<file path="src/smm_pkg.sv">
// ----------------------------------------------------------------------------
// smm_pkg
// shared widths, reset values and result word layout for the median monitor
// ----------------------------------------------------------------------------
package smm_pkg;

    localparam int SAMPLE_W    = 12;
    localparam int OUT_COUNT_W = 32;

    localparam logic [SAMPLE_W-1:0] THRESHOLD_RESET = SAMPLE_W'(100);

    typedef enum logic [1:0] {
        QUAL_EXCELLENT = 2'd0,
        QUAL_GOOD      = 2'd1,
        QUAL_FAIR      = 2'd2,
        QUAL_POOR      = 2'd3
    } quality_t;

    // packed msb first, so median_value lands in the low bits
    typedef struct packed {
        logic [OUT_COUNT_W-1:0] sample_total;
        logic [OUT_COUNT_W-1:0] noise_total;
        quality_t               quality_class;
        logic                   noise_flag;
        logic [SAMPLE_W-1:0]    median_value;
    } result_t;

endpackage

</file>
<file path="src/smm_cell.sv">
// ----------------------------------------------------------------------------
// smm_cell
// one slot of the sorted window: drops the expiring entry and takes in the
// new sample, using only its own and its two neighbors' entries
// ----------------------------------------------------------------------------
module smm_cell #(
    parameter int               TAG_W   = 3,
    parameter logic [TAG_W-1:0] IDX_TAG = '0,
    parameter bit               FIRST   = 1'b0,
    parameter bit               LAST    = 1'b0
) (
    input  logic                          aclk,
    input  logic                          aresetn,
    input  logic                          load,
    input  logic [smm_pkg::SAMPLE_W-1:0]  sample,
    input  logic [TAG_W-1:0]              slot,
    input  logic [smm_pkg::SAMPLE_W-1:0]  left_val,
    input  logic [TAG_W-1:0]              left_tag,
    input  logic                          left_past,
    input  logic [smm_pkg::SAMPLE_W-1:0]  right_val,
    input  logic [TAG_W-1:0]              right_tag,
    output logic                          past_out,
    output logic [smm_pkg::SAMPLE_W-1:0]  val,
    output logic [TAG_W-1:0]              tag
);
    import smm_pkg::*;

    logic [SAMPLE_W-1:0] val_reg, val_next;
    logic [TAG_W-1:0]    tag_reg, tag_next;
    logic                past;
    logic                cur_none;
    logic [SAMPLE_W-1:0] cur_val, prev_val;
    logic [TAG_W-1:0]    cur_tag, prev_tag;
    logic                gt_cur, gt_prev;

    // past: the expiring entry sits at this cell or to its left
    assign past     = (tag_reg == slot) || left_past;
    assign past_out = past;

    // entry at this place once the expiring one is removed
    assign cur_none = past && LAST;
    assign cur_val  = (past && !LAST) ? right_val : val_reg;
    assign cur_tag  = (past && !LAST) ? right_tag : tag_reg;
    // same for the place on the left
    assign prev_val = left_past ? val_reg : left_val;
    assign prev_tag = left_past ? tag_reg : left_tag;

    assign gt_cur  = cur_none || (cur_val > sample);
    assign gt_prev = prev_val > sample;

    always_comb begin
        if (!gt_cur) begin
            val_next = cur_val;
            tag_next = cur_tag;
        end else if (FIRST || !gt_prev) begin
            val_next = sample;
            tag_next = slot;
        end else begin
            val_next = prev_val;
            tag_next = prev_tag;
        end
    end

    always_ff @(posedge aclk) begin
        if (!aresetn) begin
            val_reg <= '0;
            tag_reg <= IDX_TAG;
        end else if (load) begin
            val_reg <= val_next;
            tag_reg <= tag_next;
        end
    end

    assign val = val_reg;
    assign tag = tag_reg;

endmodule

</file>
<file path="src/smm_stats.sv">
// ----------------------------------------------------------------------------
// smm_stats
// noise decision, saturating counters, quality class and output register
// ----------------------------------------------------------------------------
module smm_stats #(
    parameter int COUNT_BITS = 32
) (
    input  logic                          aclk,
    input  logic                          aresetn,
    input  logic                          in_valid,
    input  logic [smm_pkg::SAMPLE_W-1:0]  sample,
    input  logic [smm_pkg::SAMPLE_W-1:0]  median,
    input  logic [smm_pkg::SAMPLE_W-1:0]  threshold,
    input  logic                          out_ready,
    output logic                          advance,
    output logic                          out_valid,
    output smm_pkg::result_t              result
);
    import smm_pkg::*;

    localparam logic [COUNT_BITS-1:0] COUNT_MAX = '1;

    logic                  eval_valid_reg, eval_valid_next;
    logic [SAMPLE_W-1:0]   eval_median_reg;
    logic                  eval_flag_reg;
    logic [COUNT_BITS-1:0] noise_cnt_reg, noise_cnt_next;
    logic [COUNT_BITS-1:0] sample_cnt_reg, sample_cnt_next;
    logic                  out_valid_reg, out_valid_next;
    result_t               result_reg;

    logic [SAMPLE_W-1:0]   abs_diff;
    logic                  flag;
    logic [COUNT_BITS+2:0] noise_x5;
    logic [COUNT_BITS+4:0] noise_x20, noise_x10, noise_x5w, total_w;
    quality_t              quality;

    assign advance = !out_valid_reg || out_ready;

    // distance from the median
    assign abs_diff = (sample >= median) ? (sample - median) : (median - sample);
    assign flag     = abs_diff > threshold;

    always_comb begin
        sample_cnt_next = sample_cnt_reg;
        noise_cnt_next  = noise_cnt_reg;
        if (in_valid) begin
            if (sample_cnt_reg != COUNT_MAX) begin
                sample_cnt_next = sample_cnt_reg + 1'b1;
            end
            if (flag && noise_cnt_reg != COUNT_MAX) begin
                noise_cnt_next = noise_cnt_reg + 1'b1;
            end
        end
    end

    assign eval_valid_next = in_valid;

    always_ff @(posedge aclk) begin
        if (!aresetn) begin
            eval_valid_reg <= 1'b0;
            noise_cnt_reg  <= '0;
            sample_cnt_reg <= '0;
        end else if (advance) begin
            eval_valid_reg <= eval_valid_next;
            noise_cnt_reg  <= noise_cnt_next;
            sample_cnt_reg <= sample_cnt_next;
        end
    end

    always_ff @(posedge aclk) begin
        if (advance && in_valid) begin
            eval_median_reg <= median;
            eval_flag_reg   <= flag;
        end
    end

    // quality from the counters of the item in the eval stage
    assign noise_x5  = {noise_cnt_reg, 2'b00} + (COUNT_BITS+3)'(noise_cnt_reg);
    assign noise_x5w = (COUNT_BITS+5)'(noise_x5);
    assign noise_x10 = {noise_x5w[COUNT_BITS+3:0], 1'b0};
    assign noise_x20 = {noise_x5w[COUNT_BITS+2:0], 2'b00};
    assign total_w   = (COUNT_BITS+5)'(sample_cnt_reg);

    always_comb begin
        if (noise_x20 < total_w) begin
            quality = QUAL_EXCELLENT;
        end else if (noise_x10 < total_w) begin
            quality = QUAL_GOOD;
        end else if (noise_x5w < total_w) begin
            quality = QUAL_FAIR;
        end else begin
            quality = QUAL_POOR;
        end
    end

    assign out_valid_next = eval_valid_reg;

    always_ff @(posedge aclk) begin
        if (!aresetn) begin
            out_valid_reg <= 1'b0;
        end else if (advance) begin
            out_valid_reg <= out_valid_next;
        end
    end

    always_ff @(posedge aclk) begin
        if (advance && eval_valid_reg) begin
            result_reg.median_value  <= eval_median_reg;
            result_reg.noise_flag    <= eval_flag_reg;
            result_reg.quality_class <= quality;
            result_reg.noise_total   <= OUT_COUNT_W'(noise_cnt_reg);
            result_reg.sample_total  <= OUT_COUNT_W'(sample_cnt_reg);
        end
    end

    assign out_valid = out_valid_reg;
    assign result    = result_reg;

    a_noise_le_total: assert property (@(posedge aclk) disable iff (!aresetn)
        noise_cnt_reg <= sample_cnt_reg)
        else $error("noise count above sample count");

    a_count_moves_on_item: assert property (@(posedge aclk) disable iff (!aresetn)
        $past(aresetn) && !$stable(sample_cnt_reg) |-> $past(advance && in_valid))
        else $error("sample count moved without an item");

endmodule

</file>
<file path="src/sliding_median_noise_monitor.sv">
// ----------------------------------------------------------------------------
// sliding_median_noise_monitor
// running median of a sample window kept sorted in a row of cells, with an
// impulse noise flag, saturating counters and a quality class per sample
//
//   channel  dir  handshake          payload
//   s_       in   tvalid/tready      tdata[11:0] sample
//   m_       out  tvalid/tready      tdata[78:0] result word
//   cfg_     in   cfg_we             cfg_wdata noise_threshold
//
// one word per cycle sustained while the output is not stalled; input, eval and output registers in turn
// the cell row re-sorts the window in the accept cycle, counters follow
// reset clears the window to zeros, counters to zero, threshold to 100
// a stalled output holds the whole pipe, s_tready drops with it
// ----------------------------------------------------------------------------
module sliding_median_noise_monitor #(
    parameter int WINDOW_LENGTH = 5,
    parameter int COUNT_BITS    = 32
) (
    input  logic                         aclk,
    input  logic                         aresetn,
    // [11:0] sample
    input  logic [15:0]                  s_tdata,
    input  logic                         s_tvalid,
    output logic                         s_tready,
    // [11:0] median_value, [12] noise_flag, [14:13] quality_class,
    // [46:15] noise_total, [78:47] sample_total
    output logic [79:0]                  m_tdata,
    output logic                         m_tvalid,
    input  logic                         m_tready,
    input  logic                         cfg_we,
    input  logic [smm_pkg::SAMPLE_W-1:0] cfg_wdata
);
    import smm_pkg::*;

    localparam int SLOT_W = (WINDOW_LENGTH > 1) ? $clog2(WINDOW_LENGTH) : 1;
    localparam int MID    = WINDOW_LENGTH / 2;
    localparam logic [SLOT_W-1:0] SLOT_LAST = SLOT_W'(WINDOW_LENGTH - 1);

    logic [SAMPLE_W-1:0] threshold_reg;
    logic [SLOT_W-1:0]   slot_reg, slot_next;
    logic                in_valid_reg;
    logic [SAMPLE_W-1:0] in_sample_reg;
    logic                accept;
    logic                advance;
    result_t             result;

    logic [SAMPLE_W-1:0] cell_val  [WINDOW_LENGTH];
    logic [SLOT_W-1:0]   cell_tag  [WINDOW_LENGTH];
    logic                cell_past [WINDOW_LENGTH];
    logic [WINDOW_LENGTH-1:0] slot_hit;
    logic [WINDOW_LENGTH-1:0] in_order;

    assign s_tready = advance;
    assign accept   = s_tvalid && advance;

    always_ff @(posedge aclk) begin
        if (!aresetn) begin
            threshold_reg <= THRESHOLD_RESET;
        end else if (cfg_we) begin
            threshold_reg <= cfg_wdata;
        end
    end

    assign slot_next = (slot_reg == SLOT_LAST) ? '0 : slot_reg + 1'b1;

    always_ff @(posedge aclk) begin
        if (!aresetn) begin
            slot_reg     <= '0;
            in_valid_reg <= 1'b0;
        end else if (advance) begin
            in_valid_reg <= accept;
            if (accept) begin
                slot_reg <= slot_next;
            end
        end
    end

    always_ff @(posedge aclk) begin
        if (accept) begin
            in_sample_reg <= s_tdata[SAMPLE_W-1:0];
        end
    end

    for (genvar i = 0; i < WINDOW_LENGTH; i++) begin : g_cell
        localparam int L = (i == 0) ? 0 : i - 1;
        localparam int R = (i == WINDOW_LENGTH - 1) ? i : i + 1;

        smm_cell #(
            .TAG_W   (SLOT_W),
            .IDX_TAG (SLOT_W'(i)),
            .FIRST   (i == 0),
            .LAST    (i == WINDOW_LENGTH - 1)
        ) u_cell (
            .aclk      (aclk),
            .aresetn   (aresetn),
            .load      (accept),
            .sample    (s_tdata[SAMPLE_W-1:0]),
            .slot      (slot_reg),
            .left_val  (cell_val[L]),
            .left_tag  (cell_tag[L]),
            .left_past ((i == 0) ? 1'b0 : cell_past[L]),
            .right_val (cell_val[R]),
            .right_tag (cell_tag[R]),
            .past_out  (cell_past[i]),
            .val       (cell_val[i]),
            .tag       (cell_tag[i])
        );

        assign slot_hit[i] = cell_tag[i] == slot_reg;
        assign in_order[i] = (i == WINDOW_LENGTH - 1) || (cell_val[i] <= cell_val[R]);
    end

    smm_stats #(
        .COUNT_BITS (COUNT_BITS)
    ) u_stats (
        .aclk      (aclk),
        .aresetn   (aresetn),
        .in_valid  (in_valid_reg),
        .sample    (in_sample_reg),
        .median    (cell_val[MID]),
        .threshold (threshold_reg),
        .out_ready (m_tready),
        .advance   (advance),
        .out_valid (m_tvalid),
        .result    (result)
    );

    assign m_tdata = {1'b0, result};

    a_window_sorted: assert property (@(posedge aclk) disable iff (!aresetn)
        &in_order)
        else $error("cell row out of order");

    a_one_expiring: assert property (@(posedge aclk) disable iff (!aresetn)
        $onehot(slot_hit))
        else $error("expiring slot not held by exactly one cell");

    a_slot_range: assert property (@(posedge aclk) disable iff (!aresetn)
        slot_reg <= SLOT_LAST)
        else $error("write slot beyond window");

endmodule
</file>
<file path="config.mk">
export PLATFORM = sky130hd
export DESIGN_NAME = sliding_median_noise_monitor
export DESIGN_NICKNAME = d
export VERILOG_FILES = /design/src/smm_pkg.sv /design/src/smm_cell.sv /design/src/smm_stats.sv /design/src/sliding_median_noise_monitor.sv
export SDC_FILE = /design/constraint.sdc
export NUM_CORES = 1
export LEC_CHECK = 0
export BUFFER_PORTS_ARGS = -buffer_cell sky130_fd_sc_hd__buf_2
export CAP_MARGIN = 20
export CELL_PAD_IN_SITES_DETAIL_PLACEMENT = 0
export CELL_PAD_IN_SITES_GLOBAL_PLACEMENT = 1
export CORE_UTILIZATION = 37
export DETAILED_ROUTE_END_ITERATION = 8
export GPL_TIMING_DRIVEN = 0
export PLACE_DENSITY = 0.64
export RECOVER_POWER = 25
export SLEW_MARGIN = 15
export SYNTH_ARGS = -nofsm -noshare
export SYNTH_HDL_FRONTEND = slang
export SYNTH_SLANG_ARGS = --single-unit
</file>
<file path="constraint.sdc">
create_clock -name aclk -period 10.8 [get_ports aclk]
set_input_delay 1.08 -clock aclk [delete_from_list [all_inputs] [get_ports aclk]]
set_output_delay 1.08 -clock aclk [all_outputs]
set_load 0.1 [all_outputs]
</file>
=== Word-level counts from Yosys, hierarchy flattened ===
Index checks and enable logic that the tools add are counted.
Widths: inputs -> output; s select.

* Register bits: 261
* Logic and storage cells: 94

* Add/sub/neg operators: 6
* Order comparisons: 10
* Equal/unequal tests: 8
* Multiplexer cells: 28
* Reduce and logical (&&, ||, !) cells: 16

{| class="wikitable"
|+ Operators by type and width
! kind !! number
|-
| $mux 12 || 13
|-
| $gt 12x12->1 || 6
|-
| $add 32x1->32 const B || 2
|-
| $ne 32x32->1 const B || 2
|-
| $mux 3 || 13
|-
| $lt 37x32->1 || 1
|-
| $lt 36x32->1 || 1
|-
| $add 34x32->35 || 1
|-
| $lt 35x32->1 || 1
|-
| $sub 12x12->12 || 2
|-
| $eq 3x3->1 || 5
|-
| $ge 12x12->1 || 1
|-
| $logic_or 1x1->1 || 6
|-
| $reduce_and 3->1 || 2
|-
| $logic_and 1x1->1 || 4
|-
| $reduce_and 2->1 || 2
|-
| $add 3x1->3 const B || 1
|-
| $eq 3x3->1 const B || 1
|-
| $mux 1 || 2
|-
| $reduce_or 2->1 || 1
|-
| $logic_not 1->1 || 1
|}

=== Logic depth before layout (Yosys ltp) ===
Gate-level depths: netlist (run 1).

* Depth in word-level cells: 7
* Mapped depth: 22

=== Cells and area by module ===
From an unflattened synthesis (run 1), not the netlist that was laid out.

* Cells, all modules: 2085
* Area total of the unflattened synthesis: 19802.7 µm²

{| class="wikitable"
|+ By module, submodules not included
! module !! instances !! cells an instance !! area an instance (µm²) !! seq. area each (µm²)
|-
| smm_stats || 1 || 1102 || 10875.4 || 4083.9
|-
| smm_cell at g_cell[2].u_cell || 1 || 235 || 1759.2 || 300.3
|-
| smm_cell at g_cell[1].u_cell || 1 || 195 || 1734.2 || 300.3
|-
| smm_cell at g_cell[3].u_cell || 1 || 190 || 1711.6 || 300.3
|-
| smm_cell at g_cell[4].u_cell || 1 || 147 || 1472.7 || 300.3
|-
| smm_cell at g_cell[0].u_cell || 1 || 141 || 1243.7 || 300.3
|-
| sliding_median_noise_monitor || 1 || 75 || 1006.0 || 680.7
|}

=== Least setup slack after synthesis (run 1) ===
No wires, ideal clock.

* Path type: flip-flop to flip-flop
* Start point: register in_sample_reg[0]
* End point: register u_stats.noise_cnt_reg[9]
* Arrival time: 4.669 ns
* Data required time: 10.730 ns
* Setup slack: 6.061 ns
* Stages on the path, launching flop included: 20
* Period minus slack after synthesis: 4.739 ns
* Path through: edfxtp_1 inv_1 ha_1 inv_1 fa_1 a21oi_1 o21ai_1 a2111oi_2 nor3_1 o21ai_4 mux2_2 a2111oi_0 and4b_1 ha_1 a21oi_1 or2_2 a31oi_1 nand4_1 or4_1 a21oi_1

* Cells in the longest elaborated chain, start to end: 5

{| class="wikitable"
|+ RTL lines
! item !! line !! source
|-
| from (decl) || sliding_median_noise_monitor.sv:43 || <nowiki>logic [SAMPLE_W-1:0] in_sample_reg;</nowiki>
|-
| from (signal assigned) || sliding_median_noise_monitor.sv:81 || <nowiki>in_sample_reg <= s_tdata[SAMPLE_W-1:0];</nowiki>
|-
| $sub 12x12->12 or $ge 12x12->1 (tied branches) || smm_stats.sv:40 || <nowiki>assign abs_diff = (sample >= median) ? (sample - median) : (median - sample);</nowiki>
|-
| $mux 12 * || smm_stats.sv:40 ||
|-
| $gt 12x12->1 * || smm_stats.sv:41 || <nowiki>assign flag = abs_diff > threshold;</nowiki>
|-
| net u_stats.flag || smm_stats.sv:32 || <nowiki>logic flag;</nowiki>
|-
| $logic_and 1x1->1 * || smm_stats.sv:50 || <nowiki>if (flag && noise_cnt_reg != COUNT_MAX) begin</nowiki>
|-
| $reduce_and 3->1 (no line) * || -- ||
|-
| to (signal assigned) || smm_stats.sv:65 || <nowiki>noise_cnt_reg <= noise_cnt_next;</nowiki>
|-
| to (decl) || smm_stats.sv:26 || <nowiki>logic [COUNT_BITS-1:0] noise_cnt_reg, noise_cnt_next;</nowiki>
|}

The timed path passes the listed nets; every way through them passes the cells marked *.
A chain may end at the register's enable or synchronous reset.

=== Worst setup path in the final report (run 1) ===
* Start point: register g_cell[2].u_cell.val_reg[1]
* End point: register u_stats.noise_cnt_reg[29]

* Cells in the longest elaborated chain, start to end: 5

{| class="wikitable"
|+ RTL lines
! item !! line !! source
|-
| from (decl) || smm_cell.sv:28 || <nowiki>logic [SAMPLE_W-1:0] val_reg, val_next;</nowiki>
|-
| from (signal assigned) || smm_cell.sv:69 || <nowiki>val_reg <= val_next;</nowiki>
|-
| $sub 12x12->12 or $ge 12x12->1 (tied branches) || smm_stats.sv:40 ||
|-
| $mux 12 * || smm_stats.sv:40 ||
|-
| $gt 12x12->1 * || smm_stats.sv:41 ||
|-
| net u_stats.flag || smm_stats.sv:32 ||
|-
| $logic_and 1x1->1 * || smm_stats.sv:50 ||
|-
| $reduce_and 3->1 (no line) * || -- ||
|}

Marks and branches as above.

==> results of run 1 <==
per-stage QoR:
step	power (mW)	hold slack (ns)	instance area (um2)
global placement	2.60	0.402	19100
global route	3.95	0.423	20300
CTS	3.76	0.415	20300
finish	3.73	0.416	20300
floorplan	2.24	0.400	17800
detailed placement	2.62	0.405	19200
logic make-up (layout without fill, tap and decap cells):
logic type / Yosys count / in the layout
AO/OA/AOI/OAI: 521 / 521
flip-flops: 261 / 261
XOR/XNOR: 81 / 81
other: 1 / 1
multiplexers: 123 / 123
buffers and inverters: 187 / 359
adder cells (fa/ha/maj): 224 / 224
AND/OR/NAND/NOR: 514 / 514
layout by cell type, fill, tap and decap left out, types with 11 or more instances in the layout:
cell type    n
nand2b_1    16
nand4_1     42
inv_1      111
nor4_1      12
nor3_1      31
a21oi_1    153
mux2i_1     73
and4_1      14
ha_1       221
nand2_1    120
a211o_1     17
o21bai_1    12
nand3_1     31
or3_1       19
xor2_1      24
o211ai_1    21
dfxtp_1    157
a211oi_1    14
xnor2_1     57
edfxtp_1   104
buf_2      103
a21o_1      52
nor2_1     160
o21ai_0    114
a22oi_1     11
nor2b_1     15
and3_1      15
o211a_1     23
o21a_1      23
clkbuf_16   35
mux2_2      50
clkbuf_1    71
o31ai_1     11
worst paths after layout:
kind	end	cells after the start
min	u_stats.result[11]$_DFFE_PP_	0
max reg2reg	u_stats.noise_cnt_reg[29]$_SDFFE_PN0P_	17
max	u_stats.noise_cnt_reg[29]$_SDFFE_PN0P_	17
min reg2reg	u_stats.result[11]$_DFFE_PP_	0
area by class of cell:
cell class	count	area share
buffer	74	0.0159
clock buffer	39	0.0440
clock inverter	23	0.0100
inverter	113	0.0209
multi-input combinational	1464	0.534
sequential	261	0.309
tap	615	0.0380
timing repair buffer	110	0.0279
routing by layer:
metal | vias to the layer above | GRT usage | wire length, um
met5 | - | 0 | 0
met4 | 0 | 0.0932 | 2150
met3 | 113 | 0.0363 | 2350
met2 | 328 | 0.367 | 25200
met1 | 7144 | 0.273 | 24300
li1 | 7402 | - | -
power by group:
group          leakage [nW]  internal [mW]  switching (mW)
sequential             2.21           1.12          0.0897
clock                 0.532          0.633           0.485
combinational          5.91          0.543           0.862
total                  8.65           2.30            1.44
critical path, stage by stage, from the launching register on:
cell and delay, ns:
dfxtp_1 0.53, inv_1 0.22, fa_1 0.45, a21oi_1 0.21
o21ai_1 0.12, a2111oi_2 0.43, nor3_1 0.15, o21ai_4 0.31
mux2_2 0.42, a2111oi_0 0.41, and4b_1 0.25, ha_1 0.30
a21oi_1 0.06, or2_2 0.26, a31oi_1 0.66, nand4_1 0.58
buf_2 0.37, o41ai_1 0.32
==> impl_metrics.yaml, run 1 <==
run_status:
  outcome: "complete, but fails checks"
  violations: "max-capacitance violations, max-slew violations"
cells_and_area:
  drive_gt1_frac: 0.119
  largest_register_ffs: 79
  final_util: 0.425
  final_nets: 2315
  num-fill-cells: 4689
  multiInputGateArea_um2: 10800
  register_area_um2: 6270
  area_delta_synth_final_pct: 13.6
  antenna_cells: 0
  instances_no_fill: 2699
sta:
  grt_setup_unrepaired: "false"
  setup_tns_ns: 0
  max_freq_mhz: 162
  setup_ws_ns: 4.61
  setup_viol: 0
  relSlewSlack: -0.326
  final_max_slew_viol_count: 22
  finalCritPeriodShare: 0.573
  skew_ns: 0.0179
  max_slew.worst_pin.slew_ns: 1.99
  period_needed_ns: 6.19
  hold_viol_final: 0
power_and_ir_drop:
  power_density_nw_per_um2: 184
  p_leak_nw: 8.65
  peakVddDrop_mv: 0.160
drt:
  viasPerCell: 5.55
  dr.pass1.iters: 5
  initialDrtViolationCount: 875
  wl_um: 54000
  route.detailed.wl_per_inst_um: 20.0
  vias: 14987
  drcViolationCount: 0
  ant_nets: 0
clocking:
  cts_tree: "yes"
  htreeDepth: 2
  cts_resized: 0
  numCtsBuffers: 34
  postCtsSetupBuffers: 0
  path_clk_slew_ns: 0.06
  clk_latency_ns: 0.56
  hold_buffers: 0
  clkSinkCount: 261
  cts_buffer_depth: 3
  cts-root-buf: "clkbuf_16"
worst_setup_path:
  path_class: "flip-flop to flip-flop"
  crit_fanout: 10
  critical_path_arrival_ns: 6.63
  rrSetupSlack_ns: 4.61
  start_kind: "flip-flop"
  crit_start: "g_cell[2].u_cell.val[1]$_SDFFE_PN0P_"
  end_kind: "flip-flop"
  worstReg2RegStart: "g_cell[2].u_cell.val[1]$_SDFFE_PN0P_"
  required_ns: 11.24
placed_design:
  dp_slack_ns: 4.67
  placed_cells: 2637
  dp_hpwl_um: 42200
  io_buffers: 108
  gp_congestion: 0.871
yosys:
  synth_warnings: 0
  synth_edf_count: 104
  synth_common_cells: "ha_1 (221), nor2_1 (160), dfxtp_1 (157)"
  avgSynthCellArea_um2: 9.32
  syn_area_um2: 17800
  yosys.area.top_type: "dfxtp_1"
  synth_mux_area_frac: 0.0726
  async_reset_ff_frac: 0
  synth_top_area_frac: 0.176
  yosys.area_share.simple: 0.143
  synth-xor-area-share: 0.0398
  synth_cell_type_count: 80
  synth-compound-area-share: 0.192
  synth_top_family_by_area: "compound AO/OA/AOI/OAI gates"
  synth_area_leaders: "dfxtp_1 (18%), edfxtp_1 (18%), ha_1 (16%)"
  syn_nets: 2169
  synth-seq-cells: 261
  synthCells: 1912
  ys_seq_area_frac: 0.352
  synth_top_flop_cell: "dfxtp_1"
  synth_fa_ha_area_frac: 0.158
  synth.most_common_cell: "ha_1"
die:
  initial_core_util: 0.374
  fp.dieH_um: 221
  io_pins: 115
  dieArea_um2: 49100
  core_um2: 47600
  die_w_um: 221
  fp-row-count: 80
run:
  maxCapViolCount: 1
grt:
  grtUsageTotal: 0.217
  overflow: 0
  grt_pass1_wl_um: 83600
  antenna_found_initial: 1
  grt_max_degree: 59
  grt_pass1_vias: 14766
min_path:
  hp-start: "u_stats.eval_median_reg[11]$_DFFE_PP_"
  hold_class: "flip-flop to flip-flop"
Power figures use the tool's default switching activity.
==> run 2: changes to the inputs <==
Settings changed: PLACE_DENSITY 0.64 to 0.66.
Clock period 10.8 ns to 5.3 ns, I/O delays scaled along.
==> impl_metrics.yaml, run 2 (synthesized netlist as in run 1, its figures left out) <==
sta:
  relSlewSlack: -0.208
  period_needed_ns: 5.02
  skew_ns: 0.0200
  max_slew.worst_pin.slew_ns: 1.81
  final_max_slew_viol_count: 20
  grt_setup_unrepaired: "false"
  max_freq_mhz: 199
  hold_viol_final: 0
  finalCritPeriodShare: 0.947
  setup_viol: 0
power_and_ir_drop:
  internal-power_mw: 4.80
  clockPowerShare: 0.299
  p_switching_mw: 2.89
  p_leak_nw: 8.77
  power_frac_seq: 0.321
  pwr-share-comb: 0.380
  peakVddDrop_mv: 0.227
  swShare: 0.376
  total_power_mw: 7.69
  power_density_nw_per_um2: 375
grt:
  grtUsageTotal: 0.218
  antenna_found_initial: 1
  grtUsageMet1: 0.283
  gr-usage-met2: 0.366
  grt_pass1_vias: 15081
  grt_pass1_wl_um: 84300
  grt_max_degree: 61
  met3_usage: 0.0307
  grt.busiest_layer: "met2"
  overflow: 0
die:
  fp-row-count: 80
  io_pins: 115
  initial_core_util: 0.374
  die_w_um: 221
  dieArea_um2: 49100
  fp.dieH_um: 221
  core_um2: 47600
worst_setup_path:
  start_kind: "flip-flop"
  end_kind: "flip-flop"
  crit_fanout: 10
  critical_path_arrival_ns: 5.48
  r2r-end: "u_stats.noise_cnt_reg[18]$_SDFFE_PN0P_"
  required_ns: 5.76
  worstReg2RegStart: "g_cell[2].u_cell.val[3]$_SDFFE_PN0P_"
  rrSetupSlack_ns: 0.28
  rr_worst_depth: 20
  path_class: "flip-flop to flip-flop"
cells_and_area:
  drive_gt1_frac: 0.136
  final_nets: 2325
  register_area_um2: 6280
  area_delta_synth_final_pct: 15.1
  final_cell_mix: "ha_1 (221), nor2_1 (159), a21oi_1 (151)"
  multiInputGateArea_um2: 11000
  num-fill-cells: 4693
  antenna_cells: 0
  layout_commonest_cell: "ha_1"
  instances_no_fill: 2708
  largest_register_ffs: 79
placed_design:
  placed_cells: 2636
  io_buffers: 108
  gp_congestion: 0.905
  dp_hpwl_um: 41600
drt:
  vias: 15021
  initialDrtViolationCount: 832
  route.detailed.wl_per_inst_um: 19.8
  dr.pass1.iters: 7
  viasPerCell: 5.55
  ant_nets: 0
  wl_um: 53500
  drcViolationCount: 0
min_path:
  hp-start: "cfg_wdata[2]"
  hold_depth: 3
  hold_class: "input port to flip-flop"
  hold_end: "threshold_reg[2]$_SDFFE_PN1P_"
clocking:
  cts-root-buf: "clkbuf_16"
  clkSinkCount: 261
  cts_tree: "yes"
  numCtsBuffers: 34
  htreeDepth: 2
  cts_buffer_depth: 3
  path_clk_slew_ns: 0.06
  clk_latency_ns: 0.55
run_status:
  violations: "max-capacitance violations, max-slew violations"
  outcome: "complete, but fails checks"
run:
  maxCapViolCount: 1
## run 2: cell types whose count changed in the layout (fill, tap and decap cells not counted), sizes merged
cell,delta
buf,+11
clkbuf,+4
clkinv,-1
inv,-5
## run 2: final cells by class
cell class                 count  area share
buffer                        74      0.0160
tap                          615      0.0375
clock buffer                  44      0.0473
timing repair buffer         120      0.0309
inverter                     113      0.0207
multi-input combinational   1464       0.535
clock inverter                17     0.00689
sequential                   261       0.306
## run 2: power by group through the flow
| stage | logic (mW) | registers [mW] | clock network [mW] |
|---|---|---|---|
| after floorplan | 1.96 | 2.60 | 0 |
| after global placement | 2.78 | 2.51 | 0 |
| after detailed placement | 2.83 | 2.51 | 0 |
| after CTS | 2.87 | 2.47 | 2.36 |
| after global routing | 3.20 | 2.49 | 2.43 |
| final | 2.93 | 2.47 | 2.30 |
## run 2: timing repair
action	in CTS	in global routing
hold buffers	0	0
pin swaps	5	7
endpoints found under the setup margin	41	59
gates resized for setup	20	25
setup buffers	8	3
## run 2: worst max-delay path by stage
stage	startpoint	depth (start not counted)	slack [ns]	to
6_report	g_cell[2].u_cell.val[3]$_SDFFE_PN0P_	20	0.28	u_stats.noise_cnt_reg[18]$_SDFFE_PN0P_
5_1_grt	u_stats.noise_cnt_reg[0]$_SDFFE_PN0P_	18	0.02	u_stats.result[13]$_SDFFCE_PN0P_
4_1_cts	in_sample_reg[0]$_DFFE_PP_	22	0.004	u_stats.noise_cnt_reg[18]$_SDFFE_PN0P_
3_5_place_dp	g_cell[2].u_cell.val[1]$_SDFFE_PN0P_	17	-0.85	u_stats.noise_cnt_reg[29]$_SDFFE_PN0P_
3_3_place_gp	u_stats.noise_cnt_reg[3]$_SDFFE_PN0P_	18	-0.94	u_stats.result[13]$_SDFFCE_PN0P_
2_1_floorplan	in_sample_reg[0]$_DFFE_PP_	19	0.56	u_stats.noise_cnt_reg[9]$_SDFFE_PN0P_
## run 2: worst max-delay path: stages, from the launching register on
cell and delay (ns):
dfxtp_1 0.54, inv_1 0.22, ha_1 0.25, a21oi_1 0.19
o21ai_1 0.17, a2111oi_4 0.36, nor3_2 0.11, o21ai_4 0.22
mux2_4 0.35, a2111oi_2 0.35, and4b_1 0.25, ha_1 0.29
nand4_1 0.12, nor2_1 0.10, o21ai_1 0.10, a31oi_4 0.32
nand4_1 0.13, buf_4 0.20, buf_2 0.18, or3_1 0.33
a21oi_1 0.14
## run 2: per-stage QoR
stage	setup slack (ns)	utilization	TNS, ns	area (um2)	hold slack, ns
4_1_cts	0.00450	0.429	0	20400	0.197
6_report	0.281	0.431	0	20500	0.231
3_3_place_gp	-0.940	0.402	-23.47	19100	0.404
2_1_floorplan	0.561	-	0	17800	0.400
5_1_grt	0.0187	0.431	0	20500	0.218
3_5_place_dp	-0.852	0.402	-25.35	19200	0.405
## run 2: layer usage
metal  vias to the layer above  share of wire  wire [um]
met3                       103          0.047       2510
met5                         -        0.00017          9
li1                       7425              -          -
met2                       335           0.47      25000
met4                         2          0.033       1780
met1                      7156           0.45      24200
==> run 3: changes to the inputs <==
Settings changed: ABC_AREA set to 1, PLACE_DENSITY 0.66 to 0.7.
==> impl_metrics.yaml, run 3 <==
yosys:
  syn_nets: 2942
  synth_top_area_frac: 0.163
  ys_seq_area_frac: 0.326
  synth_common_cells: "nand2_1 (685), inv_1 (330), a21oi_1 (266)"
  async_reset_ff_frac: 0
  synth_top_flop_cell: "dfxtp_1"
  synth.most_common_cell: "nand2_1"
  avgSynthCellArea_um2: 7.16
  syn_area_um2: 19200
  synth_edf_count: 104
  yosys.area.top_type: "dfxtp_1"
  synth_warnings: 0
  synthCells: 2685
  synth_area_leaders: "dfxtp_1 (16%), edfxtp_1 (16%), ha_1 (14%)"
  synth_cell_type_count: 58
  synth-seq-cells: 261
clocking:
  cts_resized: 0
  postCtsSetupBuffers: 0
  clk_latency_ns: 0.56
  path_clk_slew_ns: 0.07
  htreeDepth: 2
  numCtsBuffers: 34
  hold_buffers: 0
  cts_tree: "yes"
  clkSinkCount: 261
  cts_buffer_depth: 3
  cts-root-buf: "clkbuf_16"
drt:
  dr.pass1.iters: 7
  ant_nets: 0
  drcViolationCount: 0
  wl_um: 63300
  route.detailed.wl_per_inst_um: 17.9
  vias: 18195
  initialDrtViolationCount: 1151
  viasPerCell: 5.14
sta:
  setup_ws_ns: 0.475
  hold_viol_final: 0
  finalCritPeriodShare: 0.910
  period_needed_ns: 4.82
  hold_slack_ns: 0.208
  max_freq_mhz: 207
  skew_ns: 0.0209
  relSlewSlack: 0.334
  final_max_slew_viol_count: 0
  setup_viol: 0
  max_slew.worst_pin.slew_ns: 0.999
  grt_setup_unrepaired: "false"
power_and_ir_drop:
  peakVddDrop_mv: 0.258
  p_leak_nw: 10.3
  power_density_nw_per_um2: 443
die:
  die_w_um: 230
  fp.dieH_um: 230
  io_pins: 115
  fp-row-count: 83
  dieArea_um2: 52900
  initial_core_util: 0.375
  core_um2: 51300
placed_design:
  dp_hpwl_um: 50100
  gp_congestion: 0.907
  dp_slack_ns: 0.541
  io_buffers: 109
cells_and_area:
  largest_register_ffs: 79
  num-fill-cells: 5371
  area_delta_synth_final_pct: 13.9
  final_cell_mix: "nand2_1 (685), inv_1 (331), a21oi_1 (266)"
  layout_commonest_cell: "nand2_1"
  final_nets: 3090
  drive_gt1_frac: 0.0854
worst_setup_path:
  crit_fanout: 10
  required_ns: 5.77
  critical_path_arrival_ns: 5.30
  cp_common_cell: "inv_1"
  critPathBufInv: 6
  crit_chain: "inv_1, ha_1, o21ai_0, a21boi_0, o21ai_0, a21oi_1, xor2_1, nand2_1, nand2_1, inv_1, ha_1, nand4_1, nor2_1, inv_1, o21ai_1, nor2_2, inv_2, buf_6, buf_8, nand2_2, a21oi_2"
  max_stage_delay_ns: 0.65
  end_kind: "flip-flop"
  crit_path_top_delay_cell: "o21ai_1"
  path_class: "flip-flop to flip-flop"
  start_kind: "flip-flop"
  critical_path.top_delay_family: "compound AO/OA/AOI/OAI gates"
min_path:
  hold_class: "input port to flip-flop"
run_status:
  outcome: "finished, final reports clean"
run:
  maxCapViolCount: 0
grt:
  grt_pass1_vias: 17138
  antenna_found_initial: 3
  grtUsageTotal: 0.238
  grt_pass1_wl_um: 97400
  overflow: 0
  grt_max_degree: 28
==> run 3: changes by cell type after synthesis, sizes merged, moves of 71 or more <==
| cell | change |
|---|---|
| a21oi | +124 |
| inv | +229 |
| mux2i | -71 |
| nand2 | +580 |
| nor2 | +72 |
| o21ai | +98 |
==> run 3: final cells by class <==
| type | instances | area [um2] | share of cell area |
|---|---|---|---|
| timing repair buffer | 112 | 597 | 0.0272 |
| clock inverter | 16 | 258 | 0.0118 |
| multi-input combinational | 1999 | 11300 | 0.514 |
| clock buffer | 45 | 953 | 0.0435 |
| inverter | 342 | 1290 | 0.0587 |
| buffer | 83 | 425 | 0.0194 |
| sequential | 261 | 6270 | 0.286 |
| tap | 680 | 851 | 0.0388 |
| antenna | 2 | 5.00 | 0.000229 |
==> run 3: layer usage <==
metal	global-route usage	up-vias	share of wire	routed length, um
li1	-	9217	-	-
met5	0	-	0	0
met2	0.371	468	0.44	27900
met4	0.0906	0	0.031	1960
met3	0.0357	106	0.052	3300
met1	0.328	8404	0.48	30100
==> run 3: logic make-up after synthesis <==
group	Yosys count	share of synthesized area
simple gates	1151	0.250
compound gates	546	0.153
buf+inv	425	0.0889
flops	261	0.326
fa+ha+maj	224	0.147
xor+xnor	75	0.0342
mux	2	0.00104
other cells	1	0.000195
==> run 3: final timing paths <==
kind / startpoint / endpoint / slack [ns] / depth (start not counted)
worst min-delay path: cfg_wdata[6] / threshold_reg[6]$_SDFFE_PN1P_ / 0.21 / 3
worst max register to register: g_cell[2].u_cell.val[0]$_SDFFE_PN0P_ / u_stats.noise_cnt_reg[15]$_SDFFE_PN0P_ / 0.48 / 21
worst min register to register: u_stats.eval_median_reg[11]$_DFFE_PP_ / u_stats.result[11]$_DFFE_PP_ / 0.42 / 0
worst max-delay path: g_cell[2].u_cell.val[0]$_SDFFE_PN0P_ / u_stats.noise_cnt_reg[15]$_SDFFE_PN0P_ / 0.48 / 21
==> run 3: stage by stage <==
step / util / std cells / setup TNS [ns] / power [mW] / cell area (um2)
after floorplan: - / 2685 / 0 / 5.85 / 19200
after global placement: 0.402 / 3474 / -98.71 / 7.09 / 20600
after detailed placement: 0.404 / 3477 / 0 / 7.15 / 20700
after CTS: 0.427 / 3538 / 0 / 9.74 / 21900
after global routing: 0.427 / 3538 / 0 / 10.4 / 21900
final: 0.427 / 3540 / 0 / 9.71 / 21900
==> run 3: power breakdown <==
group          switching [mW]  internal (mW)  total, mW
registers               0.218           2.33       2.55
clock network           0.974           1.57       2.54
logic                    3.15           1.47       4.61
==> run 3: worst min-delay path: stages <==
cell,delay [ns]
buf_2,0.08
a21oi_1,0.05
o21ai_0,0.06
